==> config.mk <==
export PLATFORM = sky130hd
export DESIGN_NAME = utf8_text_console_cursor_flat
export DESIGN_NICKNAME = d
export VERILOG_FILES = /design/src/design/utc_pkg.sv /design/src/design/utc_byte_if.sv /design/src/design/utc_cmd_if.sv /design/src/design/utf8_text_console_cursor.sv /design/src/design/utc_front.sv /design/src/design/utc_queue.sv /design/src/design/utc_back.sv /design/src/flat_wrapper.sv
export SDC_FILE = /design/constraint.sdc
export NUM_CORES = 1
export LEC_CHECK = 0
export BUFFER_PORTS_ARGS = -buffer_cell sky130_fd_sc_hd__buf_2
export CAP_MARGIN = 10
export CORE_MARGIN = 10
export CORE_UTILIZATION = 35
export DETAILED_ROUTE_END_ITERATION = 8
export PLACE_DENSITY = 0.59
export SYNTH_ARGS = -nofsm -noshare
export SYNTH_HDL_FRONTEND = slang
export SYNTH_SLANG_ARGS = --single-unit
==> constraint.sdc <==
create_clock -name clk -period 4.3 [get_ports clk]
set_clock_uncertainty 0.05 [all_clocks]
set_input_delay 0.86 -clock clk [delete_from_list [all_inputs] [get_ports clk]]
set_output_delay 0.86 -clock clk [all_outputs]
set_load 0.03 [all_outputs]
==> src/design/utc_pkg.sv <==
`timescale 1ns / 1ps
// shared types and constants of the utf-8 text console cursor
package utc_pkg;

    localparam int BYTE_W  = 8;
    localparam int CP_W    = 21;
    localparam int COL_W   = 8;
    localparam int ROW_W   = 6;
    localparam int COLS_W  = 9;
    localparam int ROWS_W  = 6;
    localparam int PEND_W  = 2;
    localparam int CFG_IDX_W = 1;
    localparam int CFG_DATA_W = 9;

    localparam int QUEUE_DEPTH = 4;
    localparam int QPTR_W = $clog2(QUEUE_DEPTH);
    localparam int QCNT_W = $clog2(QUEUE_DEPTH + 1);

    typedef logic [BYTE_W-1:0] byte_t;
    typedef logic [CP_W-1:0]   cp_t;
    typedef logic [COL_W-1:0]  col_t;
    typedef logic [ROW_W-1:0]  row_t;
    typedef logic [COLS_W-1:0] cols_t;
    typedef logic [ROWS_W-1:0] rows_t;
    typedef logic [PEND_W-1:0] pend_t;

    // configuration register indexes
    localparam logic [CFG_IDX_W-1:0] REG_TEXT_COLUMNS = 1'd0;
    localparam logic [CFG_IDX_W-1:0] REG_TEXT_ROWS    = 1'd1;

    localparam cols_t COLS_RESET = 9'd32;
    localparam rows_t ROWS_RESET = 6'd6;

    // command kinds
    localparam logic CMD_DRAW   = 1'b0;
    localparam logic CMD_SCROLL = 1'b1;

    // special code points
    localparam cp_t CP_REPLACEMENT = 21'h00FFFD;
    localparam cp_t CP_NEWLINE     = 21'd10;
    localparam cp_t CP_RETURN      = 21'd13;

    // byte classification masks
    localparam byte_t CONT_MASK  = 8'hC0;
    localparam byte_t CONT_PAT   = 8'h80;
    localparam byte_t LEAD4_MASK = 8'hF8;
    localparam byte_t LEAD4_PAT  = 8'hF0;
    localparam byte_t LEAD3_MASK = 8'hF0;
    localparam byte_t LEAD3_PAT  = 8'hE0;
    localparam byte_t LEAD2_MASK = 8'hE0;
    localparam byte_t LEAD2_PAT  = 8'hC0;

    localparam col_t COL_LAST = 8'd255;

    // console geometry as held in the configuration registers
    typedef struct packed {
        cols_t text_columns;
        rows_t text_rows;
    } cfg_t;

endpackage

==> src/design/utc_byte_if.sv <==
`timescale 1ns / 1ps
// byte channel interface
interface utc_byte_if;
    import utc_pkg::*;

    logic  valid;
    logic  ready;
    byte_t text_byte;

    modport source (output valid, output text_byte, input ready);
    modport sink (input valid, input text_byte, output ready);
endinterface

==> src/design/utc_cmd_if.sv <==
`timescale 1ns / 1ps
// command channel interface
interface utc_cmd_if;
    import utc_pkg::*;

    logic valid;
    logic ready;
    logic command_kind;
    col_t cell_column;
    row_t cell_row;
    cp_t  code_point;
    logic last_of_run;

    modport source (output valid, output command_kind, output cell_column,
                    output cell_row, output code_point, output last_of_run,
                    input ready);
    modport sink (input valid, input command_kind, input cell_column,
                  input cell_row, input code_point, input last_of_run,
                  output ready);
endinterface

==> src/design/utf8_text_console_cursor.sv <==
`timescale 1ns / 1ps
// top level of the utf-8 text console cursor
//
//   channel   | dir | beat content
//   ----------+-----+------------------------------------------------------
//   text_in   | in  | text_byte: one raw byte of the utf-8 stream
//   cmd_out   | out | command_kind, cell_column, cell_row, code_point,
//             |     | last_of_run
//   cfg       | in  | cfg_we, cfg_index, cfg_data: geometry register write
//
// one byte is taken per cycle; a command leaves through the code point queue
// and the output register. a draw that wraps past the last row is followed
// by its trailing scroll, absorbed by the 4-entry code point queue.
// reset clears decoder state, cursor, queue and output valid, and loads
// 32 columns by 6 rows. input stalls only when the queue is full.
module utf8_text_console_cursor (
    input  logic                                clk,
    input  logic                                rst_n,
    utc_byte_if.sink                            text_in,
    utc_cmd_if.source                           cmd_out,
    input  logic                                cfg_we,
    input  logic [utc_pkg::CFG_IDX_W-1:0]       cfg_index,
    input  logic [utc_pkg::CFG_DATA_W-1:0]      cfg_data
);
    import utc_pkg::*;

    cfg_t cfg_reg;
    logic push;
    cp_t  push_cp;
    logic queue_full;
    logic pop;
    logic not_empty;
    cp_t  head_cp;

    // geometry registers
    always_ff @(posedge clk or negedge rst_n)
    begin
        if (!rst_n)
        begin
            cfg_reg.text_columns <= COLS_RESET;
            cfg_reg.text_rows    <= ROWS_RESET;
        end
        else if (cfg_we)
        begin
            case (cfg_index)
                REG_TEXT_COLUMNS: cfg_reg.text_columns <= cfg_data[COLS_W-1:0];
                REG_TEXT_ROWS:    cfg_reg.text_rows    <= cfg_data[ROWS_W-1:0];
                default:          cfg_reg              <= cfg_reg;
            endcase
        end
    end

    utc_front u_front (
        .clk        (clk),
        .rst_n      (rst_n),
        .text_in    (text_in),
        .push       (push),
        .push_cp    (push_cp),
        .queue_full (queue_full)
    );

    utc_queue u_queue (
        .clk       (clk),
        .rst_n     (rst_n),
        .push      (push),
        .push_cp   (push_cp),
        .full      (queue_full),
        .pop       (pop),
        .not_empty (not_empty),
        .head_cp   (head_cp)
    );

    utc_back u_back (
        .clk       (clk),
        .rst_n     (rst_n),
        .cfg       (cfg_reg),
        .not_empty (not_empty),
        .head_cp   (head_cp),
        .pop       (pop),
        .cmd_out   (cmd_out)
    );

endmodule

==> src/design/utc_front.sv <==
`timescale 1ns / 1ps
// utf-8 decoder front: takes bytes and pushes decoded code points
module utc_front (
    input  logic           clk,
    input  logic           rst_n,
    utc_byte_if.sink       text_in,
    output logic           push,
    output utc_pkg::cp_t   push_cp,
    input  logic           queue_full
);
    import utc_pkg::*;

    cp_t   partial_reg;
    cp_t   partial_next;
    pend_t pending_reg;
    pend_t pending_next;
    logic  emit;
    logic  accept;
    byte_t b;

    assign b             = text_in.text_byte;
    assign text_in.ready = !queue_full;
    assign accept        = text_in.valid && text_in.ready;
    assign push          = accept && emit;

    // byte classification and code point assembly
    always_comb
    begin
        partial_next = partial_reg;
        pending_next = pending_reg;
        emit         = 1'b0;
        push_cp      = cp_t'(b);
        if (pending_reg != '0)
        begin
            if ((b & CONT_MASK) == CONT_PAT)
            begin
                partial_next = {partial_reg[CP_W-7:0], b[5:0]};
                pending_next = pending_reg - 2'd1;
                emit         = (pending_reg == 2'd1);
                push_cp      = partial_next;
            end
            else
            begin
                // broken sequence: replacement char, offending byte dropped
                pending_next = '0;
                emit         = 1'b1;
                push_cp      = CP_REPLACEMENT;
            end
        end
        else if ((b & LEAD4_MASK) == LEAD4_PAT)
        begin
            partial_next = cp_t'(b[2:0]);
            pending_next = 2'd3;
        end
        else if ((b & LEAD3_MASK) == LEAD3_PAT)
        begin
            partial_next = cp_t'(b[3:0]);
            pending_next = 2'd2;
        end
        else if ((b & LEAD2_MASK) == LEAD2_PAT)
        begin
            partial_next = cp_t'(b[4:0]);
            pending_next = 2'd1;
        end
        else
        begin
            emit = 1'b1;
        end
    end

    // decoder state
    always_ff @(posedge clk or negedge rst_n)
    begin
        if (!rst_n)
        begin
            partial_reg <= '0;
            pending_reg <= '0;
        end
        else if (accept)
        begin
            partial_reg <= partial_next;
            pending_reg <= pending_next;
        end
    end

endmodule

==> src/design/utc_queue.sv <==
`timescale 1ns / 1ps
// short code point queue between decoder and cursor logic
module utc_queue (
    input  logic         clk,
    input  logic         rst_n,
    input  logic         push,
    input  utc_pkg::cp_t push_cp,
    output logic         full,
    input  logic         pop,
    output logic         not_empty,
    output utc_pkg::cp_t head_cp
);
    import utc_pkg::*;

    cp_t                entry_reg [QUEUE_DEPTH];
    logic [QPTR_W-1:0]  wr_ptr_reg;
    logic [QPTR_W-1:0]  rd_ptr_reg;
    logic [QCNT_W-1:0]  count_reg;
    logic [QCNT_W-1:0]  count_next;

    assign full      = (count_reg == QCNT_W'(QUEUE_DEPTH));
    assign not_empty = (count_reg != '0);
    assign head_cp   = entry_reg[rd_ptr_reg];

    // occupancy
    always_comb
    begin
        count_next = count_reg;
        if (push && !pop)
            count_next = count_reg + 1'b1;
        else if (pop && !push)
            count_next = count_reg - 1'b1;
    end

    // pointers
    always_ff @(posedge clk or negedge rst_n)
    begin
        if (!rst_n)
        begin
            wr_ptr_reg <= '0;
            rd_ptr_reg <= '0;
            count_reg  <= '0;
        end
        else
        begin
            count_reg <= count_next;
            if (push)
                wr_ptr_reg <= wr_ptr_reg + 1'b1;
            if (pop)
                rd_ptr_reg <= rd_ptr_reg + 1'b1;
        end
    end

    // storage
    always_ff @(posedge clk)
    begin
        if (push)
            entry_reg[wr_ptr_reg] <= push_cp;
    end

endmodule

==> src/design/utc_back.sv <==
`timescale 1ns / 1ps
// cursor logic: turns code points into draw and scroll commands
module utc_back (
    input  logic         clk,
    input  logic         rst_n,
    input  utc_pkg::cfg_t cfg,
    input  logic         not_empty,
    input  utc_pkg::cp_t head_cp,
    output logic         pop,
    utc_cmd_if.source    cmd_out
);
    import utc_pkg::*;

    col_t col_reg;
    col_t col_next;
    row_t row_reg;
    row_t row_next;
    logic scroll_pend_reg;
    logic scroll_pend_next;
    logic out_valid_reg;
    logic out_valid_next;
    logic load;
    logic kind_next;
    col_t ocol_next;
    row_t orow_next;
    cp_t  ocp_next;
    logic last_next;
    logic kind_reg;
    col_t ocol_reg;
    row_t orow_reg;
    cp_t  ocp_reg;
    logic last_reg;
    logic slot_free;
    logic row_full;
    logic col_wrap;

    assign slot_free = !out_valid_reg || cmd_out.ready;
    assign pop       = not_empty && !scroll_pend_reg && slot_free;
    assign row_full  = ({1'b0, row_reg} + 7'd1) >= {1'b0, cfg.text_rows};
    assign col_wrap  = (({1'b0, col_reg} + 9'd1) >= cfg.text_columns)
                       || (col_reg == COL_LAST);

    // cursor update and command selection
    always_comb
    begin
        col_next         = col_reg;
        row_next         = row_reg;
        scroll_pend_next = scroll_pend_reg;
        out_valid_next   = out_valid_reg && !cmd_out.ready;
        load             = 1'b0;
        kind_next        = CMD_SCROLL;
        ocol_next        = '0;
        orow_next        = '0;
        ocp_next         = '0;
        last_next        = 1'b1;
        if (scroll_pend_reg && slot_free)
        begin
            // scroll that trails a wrapping draw
            load             = 1'b1;
            scroll_pend_next = 1'b0;
        end
        else if (pop)
        begin
            if (head_cp == CP_NEWLINE)
            begin
                col_next = '0;
                if (row_full)
                    load = 1'b1;
                else
                    row_next = row_reg + 1'b1;
            end
            else if (head_cp == CP_RETURN)
            begin
                col_next = '0;
            end
            else
            begin
                load      = 1'b1;
                kind_next = CMD_DRAW;
                ocol_next = col_reg;
                orow_next = row_reg;
                ocp_next  = head_cp;
                if (col_wrap)
                begin
                    col_next = '0;
                    if (row_full)
                    begin
                        last_next        = 1'b0;
                        scroll_pend_next = 1'b1;
                    end
                    else
                    begin
                        row_next = row_reg + 1'b1;
                    end
                end
                else
                begin
                    col_next = col_reg + 1'b1;
                end
            end
        end
        if (load)
            out_valid_next = 1'b1;
    end

    // control state
    always_ff @(posedge clk or negedge rst_n)
    begin
        if (!rst_n)
        begin
            col_reg         <= '0;
            row_reg         <= '0;
            scroll_pend_reg <= 1'b0;
            out_valid_reg   <= 1'b0;
        end
        else
        begin
            col_reg         <= col_next;
            row_reg         <= row_next;
            scroll_pend_reg <= scroll_pend_next;
            out_valid_reg   <= out_valid_next;
        end
    end

    // output beat payload
    always_ff @(posedge clk)
    begin
        if (load)
        begin
            kind_reg <= kind_next;
            ocol_reg <= ocol_next;
            orow_reg <= orow_next;
            ocp_reg  <= ocp_next;
            last_reg <= last_next;
        end
    end

    assign cmd_out.valid        = out_valid_reg;
    assign cmd_out.command_kind = kind_reg;
    assign cmd_out.cell_column  = ocol_reg;
    assign cmd_out.cell_row     = orow_reg;
    assign cmd_out.code_point   = ocp_reg;
    assign cmd_out.last_of_run  = last_reg;

endmodule

==> src/flat_wrapper.sv <==
// flat-port wrapper written by rule: the top's interface ports become plain ports
module utf8_text_console_cursor_flat import utc_pkg::*;
  (clk, rst_n, cfg_we, cfg_index, cfg_data, text_in_valid, text_in_text_byte, text_in_ready, cmd_out_valid, cmd_out_command_kind, cmd_out_cell_column, cmd_out_cell_row, cmd_out_code_point, cmd_out_last_of_run, cmd_out_ready);
  utc_byte_if text_in_i ();
  utc_cmd_if cmd_out_i ();
  input  logic clk;
  input  logic rst_n;
  input  logic cfg_we;
  input  logic [utc_pkg::CFG_IDX_W-1:0] cfg_index;
  input  logic [utc_pkg::CFG_DATA_W-1:0] cfg_data;
  input wire logic [$bits(text_in_i.valid)-1:0] text_in_valid;
  input wire logic [$bits(text_in_i.text_byte)-1:0] text_in_text_byte;
  output wire logic [$bits(text_in_i.ready)-1:0] text_in_ready;
  output wire logic [$bits(cmd_out_i.valid)-1:0] cmd_out_valid;
  output wire logic [$bits(cmd_out_i.command_kind)-1:0] cmd_out_command_kind;
  output wire logic [$bits(cmd_out_i.cell_column)-1:0] cmd_out_cell_column;
  output wire logic [$bits(cmd_out_i.cell_row)-1:0] cmd_out_cell_row;
  output wire logic [$bits(cmd_out_i.code_point)-1:0] cmd_out_code_point;
  output wire logic [$bits(cmd_out_i.last_of_run)-1:0] cmd_out_last_of_run;
  input wire logic [$bits(cmd_out_i.ready)-1:0] cmd_out_ready;
  assign text_in_i.valid = text_in_valid;
  assign text_in_i.text_byte = text_in_text_byte;
  assign text_in_ready = text_in_i.ready;
  assign cmd_out_valid = cmd_out_i.valid;
  assign cmd_out_command_kind = cmd_out_i.command_kind;
  assign cmd_out_cell_column = cmd_out_i.cell_column;
  assign cmd_out_cell_row = cmd_out_i.cell_row;
  assign cmd_out_code_point = cmd_out_i.code_point;
  assign cmd_out_last_of_run = cmd_out_i.last_of_run;
  assign cmd_out_i.ready = cmd_out_ready;
  utf8_text_console_cursor u_core (.clk(clk), .rst_n(rst_n), .text_in(text_in_i), .cmd_out(cmd_out_i), .cfg_we(cfg_we), .cfg_index(cfg_index), .cfg_data(cfg_data));
endmodule
; ---- Word-level counts from Yosys, hierarchy flattened
; Memories as Yosys holds them, arrays and structs flattened.
; Index checks and enable logic that the tools add are counted.
[totals]
register_bits = 92
latchBits = 0
ramBits = 84
romBits = 0
input_bits = 23
output_inout_bits = 39
word_cells = 121
memories = 1
[mem_list]
columns = memory, depth, word_bits, rd, rd_clocked_by_memory_dff, wr, line_no
row1 = u_core.u_queue.entry_reg, 4, 21, 1, 0, 1, utc_queue.sv:15  ; cp_t entry_reg [QUEUE_DEPTH];
[op_classes]
addsub = 9
mul = 0
n_div = 0
magnitude_cmp = 2
eq_ne = 13
shifts = 0
muxes = 42
n_bitwise = 4
reduce_logical = 34
[ops]
columns = op, count
row1 = 15-bit 2-to-1 mux, 5
row2 = 21-bit by 4-bit equality test with 1-bit output (second input constant), 2
row3 = 21-bit 2-to-1 mux, 2
row4 = 6-bit 2-to-1 mux, 4
row5 = 8-bit 2-to-1 mux, 3
row6 = 1-bit 2-to-1 mux, 21
row7 = 2-bit nonzero test, 6
row8 = 2-bit 2-to-1 mux, 5
row9 = 8-bit by 1-bit adder with 9-bit output (second input constant), 1
row10 = 9-bit >= comparator, 1
row11 = 8-bit by 1-bit adder with 8-bit output (second input constant), 1
row12 = 8-bit equality test (second input constant), 1
row13 = 1-bit logical AND, 8
row14 = 2-bit AND reduction, 4
row15 = 6-bit by 1-bit adder with 7-bit output (second input constant), 1
row16 = 7-bit by 6-bit >= comparator with 1-bit output, 1
row17 = 6-bit by 1-bit adder with 6-bit output (second input constant), 1
row18 = 3-bit equality test (second input constant), 2
row19 = 1-bit zero test, 6
row20 = 3-bit 2-to-1 mux, 2
row21 = 2-bit != test (second input constant), 3
row22 = 5-bit equality test (second input constant), 1
row23 = 5-bit AND reduction, 1
row24 = 5-bit OR reduction, 1
row25 = 16 further kinds, 21

; ---- Logic depth before layout (Yosys ltp)
; Gate-level depths: netlist of the first run.
[logic_depth]
ltp_word = 10
ltp_mapped = 13
mapped_depth_nobuf = 12

; ---- Hierarchy
; From an unflattened synthesis of the first run, not the netlist that was laid out.
[hier_totals]
hier_cells = 514
area_unflattened_um2 = 7751.2
[by_module_without_submodules]
columns = module, instances, cells_each, area_each_um2, seq_area_each_um2
row1 = utc_queue, 1, 144, 3459.6, 2697.6
row2 = utc_back, 1, 215, 2662.6, 1511.4
row3 = utc_front, 1, 122, 1059.8, 425.4
row4 = utf8_text_console_cursor, 1, 33, 569.3, 379.1

; ---- Least setup slack after synthesis of the first run
; OpenSTA, ideal clock, no wires.
[synth_timing]
path_type = flip-flop to flip-flop
start = register u_core.u_back.row_reg[2]
end = register u_core.u_back.ocol_reg[0] (netlist: u_core.u_back.cmd_out.cell_column[0]) (enable)
setup_time_ns = 0.718
arrival_ns = 3.594
required_ns = 3.532
setup_slack_ns = -0.062
path_stages_with_launch = 11
path_buffers = 0
period_less_slack_ns = 4.362
path_cell_list = dfrtp_1 -> and3_1 -> and3_1 -> xor2_1 -> ha_1 -> o211ai_1 -> a21oi_1 -> a2111oi_0 -> a21oi_1 -> o31ai_1 -> o21ai_0
[synth_between]
elab_chain_cells = 6
[synth_lines]
columns = element, line_no
row1 = from (decl), utc_back.sv:16  ; row_t row_reg;
row2 = from (signal assigned), utc_back.sv:119  ; row_reg <= row_next;
row3 = 6-bit by 1-bit adder with 7-bit output, utc_back.sv:39  ; assign row_full = ({1'b0, row_reg} + 7'd1) >= {1'b0, cfg.text_rows};
row4 = 7-bit by 6-bit >= comparator with 1-bit output, utc_back.sv:39
row5 = 1-bit 2-to-1 mux, utc_back.sv:67  ; if (row_full)
row6 = 1-bit 2-to-1 mux, utc_back.sv:64  ; if (head_cp == CP_NEWLINE)
row7 = 1-bit 2-to-1 mux, utc_back.sv:62  ; else if (pop)
row8 = 1-bit 2-to-1 mux, utc_back.sv:56  ; if (scroll_pend_reg && slot_free)
row9 = via u_core.u_back.load, utc_back.sv:22  ; logic load;
row10 = to (signal assigned), utc_back.sv:131  ; ocol_reg <= ocol_next;
row11 = to (decl), utc_back.sv:29  ; col_t ocol_reg;
; The timed path passes the listed nets, and every way through them passes these cells.
; A chain may end at the register's enable or synchronous reset.

; ---- Worst setup path after layout of the first run
[layout_timing]
start = register u_core.u_back.row_reg[2]
end = register u_core.u_back.ocp_reg[4] (netlist: u_core.u_back.cmd_out.code_point[4]) (enable)
[layout_between]
elab_chain_cells = 6
[layout_lines]
columns = element, line_no
row1 = 6-bit by 1-bit adder with 7-bit output, utc_back.sv:39
row2 = 7-bit by 6-bit >= comparator with 1-bit output, utc_back.sv:39
row3 = 1-bit 2-to-1 mux, utc_back.sv:67
row4 = 1-bit 2-to-1 mux, utc_back.sv:64
row5 = 1-bit 2-to-1 mux, utc_back.sv:62
row6 = 1-bit 2-to-1 mux, utc_back.sv:56
row7 = via u_core.u_back.load, utc_back.sv:22
row8 = to (signal assigned), utc_back.sv:133  ; ocp_reg <= ocp_next;
row9 = to (decl), utc_back.sv:31  ; cp_t ocp_reg;
; The timed path passes the listed nets, and every way through them passes these cells.

==> impl_metrics.py, run 1 <==
metrics = {
    "run_status": {
        "result_of_the_run": "completed",
    },
    "yosys": {
        "synth.area.mux_share_pct": 8.46,
        "synth-edff-count": 121,
        "netlist_area_before_placement_mm2": 0.00767,
        "mappedNetlistNets": 589,
        "post_synth_fa_ha_maj_area_fraction_pct": 4.17,
        "synth_area_per_cell_um2": 14.2,
        "yosysTopAreaCellShare_pct": 47.4,
        "synth_sequential_area_ratio_pct": 65.3,
        "synth_area_leader_cell": "sky130_fd_sc_hd__edfxtp_1",
        "async_flop_share_pct": 31.3,
        "commonest_cells_post_synth": "121 x sky130_fd_sc_hd__edfxtp_1, 52 x sky130_fd_sc_hd__dfrtp_1, 44 x sky130_fd_sc_hd__and2_1",
        "netlist-cell-type-count": 53,
        "synth.most_common_cell": "sky130_fd_sc_hd__edfxtp_1",
        "yosys_most_used_dff": "sky130_fd_sc_hd__edfxtp_1",
        "post_synth_main_area_contributors": "sky130_fd_sc_hd__edfxtp_1 47%, sky130_fd_sc_hd__dfrtp_1 17%, sky130_fd_sc_hd__mux4_2 4.1%",
        "synth_compound_gate_area_share_pct": 4.99,
        "synth-simple-area-share_pct": 11.9,
        "ys_warns": 0,
        "postSynthCellCount": 541,
        "yosys.area_share.xor_xnor_pct": 2.40,
        "synth_seq_cells": 176,
        "synth_top_family_by_area": "simple AND/OR/NAND/NOR gates",
    },
    "clock_tree": {
        "cts_resized": 0,
        "postCtsSetupRepairBufs": 0,
        "clock_sink_count": 176,
        "tritoncts.num_buffers": 17,
        "clock_tree.buffer_depth": 2,
        "cts_root_buf": "sky130_fd_sc_hd__clkbuf_16",
        "clkTransAtPathRegs_ns": 0.07,
        "clkLatencyLatePin_ns": 0.44,
        "tritoncts": "done",
        "h_tree_lvls": 4,
        "holdBufCountCts": 0,
    },
    "sta": {
        "minimum_clock_period_after_layout_ns": 3.64,
        "worst_pin_slew_ns": 1.14,
        "finalSetupTns_ns": 0,
        "slew_headroom_pct": 23.8,
        "finalSetupViolCount": 0,
        "final_number_of_max_transition_violations": 0,
        "hold_violations": 0,
        "rsz_0062_raised_after_global_routing": "no",
        "timing.fmax_ghz": 0.275,
        "final.period_utilization_pct": 84.6,
        "final.hold.worst_slack_ns": 0.429,
    },
    "floorplan": {
        "coreArea_mm2": 0.0217,
        "fp.dieH_um": 168,
        "die_area_mm2": 0.0282,
        "starting_density_of_the_core_pct": 35.4,
        "pin_count": 62,
        "standard_cell_rows": 54,
        "fp.dieW_um": 168,
    },
    "setup_path": {
        "worstPathArrival_ns": 3.66,
        "cp_slowest_stage_delay_ns": 0.50,
        "timing.critical_path.cells": "and3_1 > and3_1 > xor2_1 > ha_1 > o211ai_1 > a21oi_1 > a2111oi_0 > buf_4 > a21oi_1 > o31ai_1 > o21ai_4",
        "cp_data_required_time_ns": 4.32,
        "cp-start-kind": "flip-flop",
        "critPathBufInv": 1,
        "cp_max_fo": 37,
        "cpMaxStageDelayCell": "sky130_fd_sc_hd__o31ai_1",
        "setup.worst_path.class": "flip-flop to flip-flop",
        "critical_path.endpoint_type": "flip-flop",
        "cpLargestDelayFamily": "compound AO/OA/AOI/OAI gates",
    },
    "layout": {
        "layout.core_utilization_pct": 41.1,
        "largest_register_ff_count": 84,
        "layout.nets": 660,
        "area_growth_syn_to_layout_pct": 16.3,
        "drive_gt1_share_pct": 23.4,
        "insertedDiodeCount": 0,
    },
    "detailed_routing": {
        "route.antenna.remaining_nets": 0,
        "drt_iter0_drc": 279,
        "detailedRoute.firstPassIterationCount": 4,
        "via_per_inst": 4.84,
        "via_count": 4378,
        "route.detailed.drc": 0,
        "detail_route.wl_per_cell_um": 16.5,
        "routed_wl_mm": 14.9,
    },
    "run": {
        "max_cap_viol_count": 0,
    },
    "place": {
        "port_buffers": 61,
        "globalplace.congestion": 0.812,
        "post-dp-hpwl_mm": 10.5,
    },
    "global_route": {
        "grt_max_degree": 39,
        "grt_first_pass_wirelength_mm": 24.2,
        "gr-total-overflow": 0,
        "track_usage_pct": 10.8,
        "number_of_antenna_violations_at_the_first_check_in_global_routing": 0,
        "first_global_vias": 4554,
    },
    "power_and_ir_drop": {
        "leakagePower_nw": 3.55,
        "power-per-cell-area_mw_per_mm2": 747,
        "irDropWorstVdd_v": 0.000268,
    },
    "worst_hold_path": {
        "classification_of_the_worst_slack_hold_path": "flip-flop to flip-flop",
    },
}
-- kinds of logic after synthesis --
group	after synthesis
flops	176
simple gates	175
compound gates	63
buf+inv	47
mux	34
fa+ha+maj	25
xor+xnor	21
-- final cells by class --
class                      instances  area, um^2
timing repair buffer              74         403
fill                            1969       12800
sequential                       176        5010
multi-input combinational        318        2460
inverter                          25        93.8
tap                              280         350
clock buffer                      17         425
clock inverter                    15         173
-- routing by layer --
| metal | track usage, % | part of all wire, % | wire [um] | up-vias |
|---|---|---|---|---|
| met5 | 0 | 0 | 0 | - |
| met1 | 13.8 | 47 | 7010 | 2166 |
| li1 | - | - | - | 2112 |
| met3 | 3.40 | 4.5 | 671 | 17 |
| met4 | 3.94 | 1.6 | 243 | 0 |
| met2 | 16.9 | 47 | 7010 | 83 |
-- stage by stage --
stage / std cells / total power, mW / setup slack [ns] / area [um^2]
final: 905 / 6.67 / 0.661 / 8920
after global routing: 905 / 7.10 / 0.299 / 8920
after floorplan: 541 / 4.55 / 0.539 / 7670
after CTS: 905 / 6.76 / 0.576 / 8920
after global placement: 873 / 5.17 / 0.776 / 8320
after detailed placement: 873 / 5.25 / 0.619 / 8320
-- worst paths after layout --
path / from / end / slack [ns] / depth (start not counted)
worst min-delay path: u_core.u_front.partial_reg[11] / u_core.u_front.partial_reg[11] / 0.43 / 2
worst max-delay path: u_core.u_back.row_reg[2] / u_core.u_back.cmd_out.code_point[4] / 0.66 / 11
min in group asynchronous: rst_n / u_core.u_back.col_reg[5] / 0.48 / 1
max in group asynchronous: rst_n / u_core.cfg_reg[11] / 2.86 / 2
worst max register to register: u_core.u_back.row_reg[2] / u_core.u_back.cmd_out.code_point[4] / 0.66 / 11
worst min register to register: u_core.u_front.partial_reg[11] / u_core.u_front.partial_reg[11] / 0.43 / 2
-- cell usage in the layout (no fill, tap or decap), types with 9 or more instances in the layout --
master	count
sky130_fd_sc_hd__and2_1	44
sky130_fd_sc_hd__nand2b_1	10
sky130_fd_sc_hd__buf_2	61
sky130_fd_sc_hd__clkbuf_16	17
sky130_fd_sc_hd__inv_1	25
sky130_fd_sc_hd__mux2_2	12
sky130_fd_sc_hd__ha_1	24
sky130_fd_sc_hd__nand3_1	9
sky130_fd_sc_hd__mux4_2	14
sky130_fd_sc_hd__dfrtp_1	52
sky130_fd_sc_hd__o21ai_0	28
sky130_fd_sc_hd__nor2_1	34
sky130_fd_sc_hd__nand2_1	41
sky130_fd_sc_hd__edfxtp_1	121
sky130_fd_sc_hd__xor2_1	13
sky130_fd_sc_hd__buf_4	13
-- worst min-delay path: stages, from the launching register on --
cell                      delay, ns
sky130_fd_sc_hd__dfrtp_1       0.34
sky130_fd_sc_hd__nand2_1       0.04
sky130_fd_sc_hd__o21ai_0       0.06
-- report_power, final --
part	total (mW)	internal, mW	switching (mW)
sequential	2.83	2.54	0.289
combinational	2.33	0.893	1.44
clock	1.51	0.780	0.726
No activity file was read; power rests on OpenSTA's default activity.
==> run 2: changes to the inputs <==
Settings changed: ABC_AREA set to 1, PLACE_DENSITY 0.59 to 0.57.
Clock period 4.3 ns to 3.5 ns, I/O delays scaled along.
==> impl_metrics.py, run 2 <==
metrics = {
    "sta": {
        "finalSetupTns_ns": 0,
        "rsz_0062_raised_after_global_routing": "no",
        "hold_violations": 0,
        "final.period_utilization_pct": 84.0,
        "worst_path_setup_slack_after_routing_ns": 0.562,
        "timing.fmax_ghz": 0.340,
        "slew_headroom_pct": 53.1,
        "worst_pin_slew_ns": 0.704,
        "minimum_clock_period_after_layout_ns": 2.94,
        "final_number_of_max_transition_violations": 0,
        "finalSetupViolCount": 0,
    },
    "yosys": {
        "mappedNetlistNets": 807,
        "commonest_cells_post_synth": "196 x sky130_fd_sc_hd__nand2_1, 121 x sky130_fd_sc_hd__edfxtp_1, 89 x sky130_fd_sc_hd__inv_1",
        "synth-edff-count": 121,
        "synth_seq_cells": 176,
        "synth.most_common_cell": "sky130_fd_sc_hd__nand2_1",
        "netlist_area_before_placement_mm2": 0.00779,
        "ys_warns": 0,
        "post_synth_fa_ha_maj_area_fraction_pct": 4.11,
        "synth-simple-area-share_pct": 19.5,
        "async_flop_share_pct": 31.3,
        "synth_top_family_by_area": "simple AND/OR/NAND/NOR gates",
        "yosysTopAreaCellShare_pct": 46.6,
        "yosys_most_used_dff": "sky130_fd_sc_hd__edfxtp_1",
        "synth_sequential_area_ratio_pct": 64.3,
        "netlist-cell-type-count": 32,
        "synth_area_per_cell_um2": 10.3,
        "postSynthCellCount": 759,
        "synth_compound_gate_area_share_pct": 4.25,
        "synth.area.mux_share_pct": 0,
        "synth_area_leader_cell": "sky130_fd_sc_hd__edfxtp_1",
        "yosys.area_share.xor_xnor_pct": 1.57,
        "post_synth_main_area_contributors": "sky130_fd_sc_hd__edfxtp_1 47%, sky130_fd_sc_hd__dfrtp_1 17%, sky130_fd_sc_hd__nand2_1 9.4%",
    },
    "global_route": {
        "grt_first_pass_wirelength_mm": 27.8,
        "track_usage_pct": 12.1,
        "grt_max_degree": 44,
        "number_of_antenna_violations_at_the_first_check_in_global_routing": 0,
        "first_global_vias": 5153,
        "gr-total-overflow": 0,
    },
    "place": {
        "place_ws_ns": 0.566,
        "post-dp-hpwl_mm": 12.1,
        "globalplace.congestion": 0.816,
        "port_buffers": 61,
        "numPlacedInstances": 1090,
        "dpl_cell_area_mm2": 0.00844,
    },
    "setup_path": {
        "cp-start-kind": "flip-flop",
        "regToRegEndpoint": "u_core.u_back.cmd_out.code_point[16]",
        "worstPathArrival_ns": 3.06,
        "setup.worst_path.class": "flip-flop to flip-flop",
        "worst-r2r-cell-count": 11,
        "cp_data_required_time_ns": 3.62,
        "r2r_setup_slack_ns": 0.56,
        "regToRegStartpoint": "u_core.u_back.row_reg[0]",
        "critical_path.endpoint_type": "flip-flop",
        "cp_max_fo": 30,
    },
    "detailed_routing": {
        "via_per_inst": 4.57,
        "via_count": 5132,
        "drt_iter0_drc": 290,
        "detail_route.wl_per_cell_um": 15.3,
        "routed_wl_mm": 17.1,
        "detailedRoute.firstPassIterationCount": 5,
        "route.antenna.remaining_nets": 0,
        "route.detailed.drc": 0,
    },
    "floorplan": {
        "pin_count": 62,
        "standard_cell_rows": 54,
        "starting_density_of_the_core_pct": 35.6,
        "fp.dieW_um": 169,
        "coreArea_mm2": 0.0219,
        "fp.dieH_um": 169,
        "die_area_mm2": 0.0286,
    },
    "run": {
        "max_cap_viol_count": 0,
    },
    "layout": {
        "final_cell_area_mm2": 0.00904,
        "insertedDiodeCount": 0,
        "area_growth_syn_to_layout_pct": 16.1,
        "finish.cell_count_without_fillers": 1122,
        "layout.nets": 877,
        "drive_gt1_share_pct": 13.3,
        "final_common_cell": "sky130_fd_sc_hd__nand2_1",
        "commonest_cells_after_routing_fill_and_taps_aside": "195 x sky130_fd_sc_hd__nand2_1, 121 x sky130_fd_sc_hd__edfxtp_1, 89 x sky130_fd_sc_hd__inv_1, 76 x sky130_fd_sc_hd__nor2_1, 72 x sky130_fd_sc_hd__nand3_1",
        "largest_register_ff_count": 84,
    },
    "clock_tree": {
        "postCtsSetupRepairBufs": 0,
        "clkTransAtPathRegs_ns": 0.07,
        "h_tree_lvls": 4,
        "tritoncts": "done",
        "clock_sink_count": 176,
        "cts_root_buf": "sky130_fd_sc_hd__clkbuf_16",
        "clock_tree.buffer_depth": 2,
        "holdBufCountCts": 0,
        "clkLatencyLatePin_ns": 0.43,
        "cts_resized": 0,
        "tritoncts.num_buffers": 17,
    },
    "power_and_ir_drop": {
        "share_clk_of_total_power_pct": 24.2,
        "leakagePower_nw": 3.99,
        "switching_power_mw": 3.08,
        "share_seq_of_total_power_pct": 40.2,
        "pwr-share-comb_pct": 35.5,
        "power-per-cell-area_mw_per_mm2": 899,
        "swShare_pct": 37.9,
        "irDropWorstVdd_v": 0.000467,
        "internal_power_mw": 5.05,
    },
    "run_status": {
        "result_of_the_run": "completed",
    },
    "worst_hold_path": {
        "classification_of_the_worst_slack_hold_path": "primary input to asynchronous set/reset pin",
    },
}
==> run 2: logic make-up after synthesis <==
kind of cell               after synthesis
DFF                                    176
adders and majority gates               25
xor gates and xnor gates                14
buffers and inverters                  115
AOI/OAI and AO/OA                       64
and+or+nand+nor                        365
==> run 2: worst max path at each step <==
stage	start	to	slack, ns
floorplan	u_core.u_back.row_reg[0]	u_core.u_back.cmd_out.cell_column[0]	0.46
global placement	u_core.u_back.col_reg[0]	u_core.u_back.row_reg[0]	0.66
detailed placement	u_core.u_back.row_reg[0]	u_core.u_back.cmd_out.code_point[14]	0.57
CTS	u_core.u_back.row_reg[0]	u_core.u_back.cmd_out.code_point[16]	0.54
global route	u_core.u_back.col_reg[2]	u_core.u_back.row_reg[0]	0.30
finish	u_core.u_back.row_reg[0]	u_core.u_back.cmd_out.code_point[16]	0.56
==> run 2: metal layers <==
layer	track usage [%]	wire [um]
met5	0	0
met4	4.02	168
met3	2.78	691
met2	18.8	7780
met1	16.5	8500
==> run 2: cell type report <==
class                      count  area [um^2]
clock buffer                  22          444
clock inverter                10          161
fill                        2152        12800
inverter                      91          344
multi-input combinational    468         2290
sequential                   176         5010
tap                          280          350
timing repair buffer          75          435
==> run 2: worst max-delay path: stages (launching register included) <==
cell and delay [ns]:
sky130_fd_sc_hd__dfrtp_1 0.43, sky130_fd_sc_hd__ha_1 0.24, sky130_fd_sc_hd__nand3_1 0.12, sky130_fd_sc_hd__xor2_1 0.16, sky130_fd_sc_hd__inv_1 0.07, sky130_fd_sc_hd__ha_1 0.30, sky130_fd_sc_hd__a21o_1 0.16, sky130_fd_sc_hd__a21oi_1 0.13
sky130_fd_sc_hd__nand3_1 0.15, sky130_fd_sc_hd__o21ai_0 0.35, sky130_fd_sc_hd__nand2_2 0.25, sky130_fd_sc_hd__buf_12 0.25
==> run 2: power groups by stage <==
stage                     Sequential (mW)  Clock [mW]  Combinational, mW
after floorplan                      3.68           0               1.68
after global placement               3.32           0               2.89
after detailed placement             3.32           0               2.93
after CTS                            3.28        2.00               2.94
after global routing                 3.33        2.09               3.29
final                                3.27        1.97               2.89
==> run 2: stage by stage <==
step	hold WS [ns]	utilization, %	total power [mW]
6_report	0.266	41.3	8.13
5_1_grt	0.293	41.3	8.72
4_1_cts	0.279	41.3	8.23
3_5_place_dp	0.432	38.5	6.26
3_3_place_gp	0.418	38.5	6.21
2_1_floorplan	0.354	-	5.36
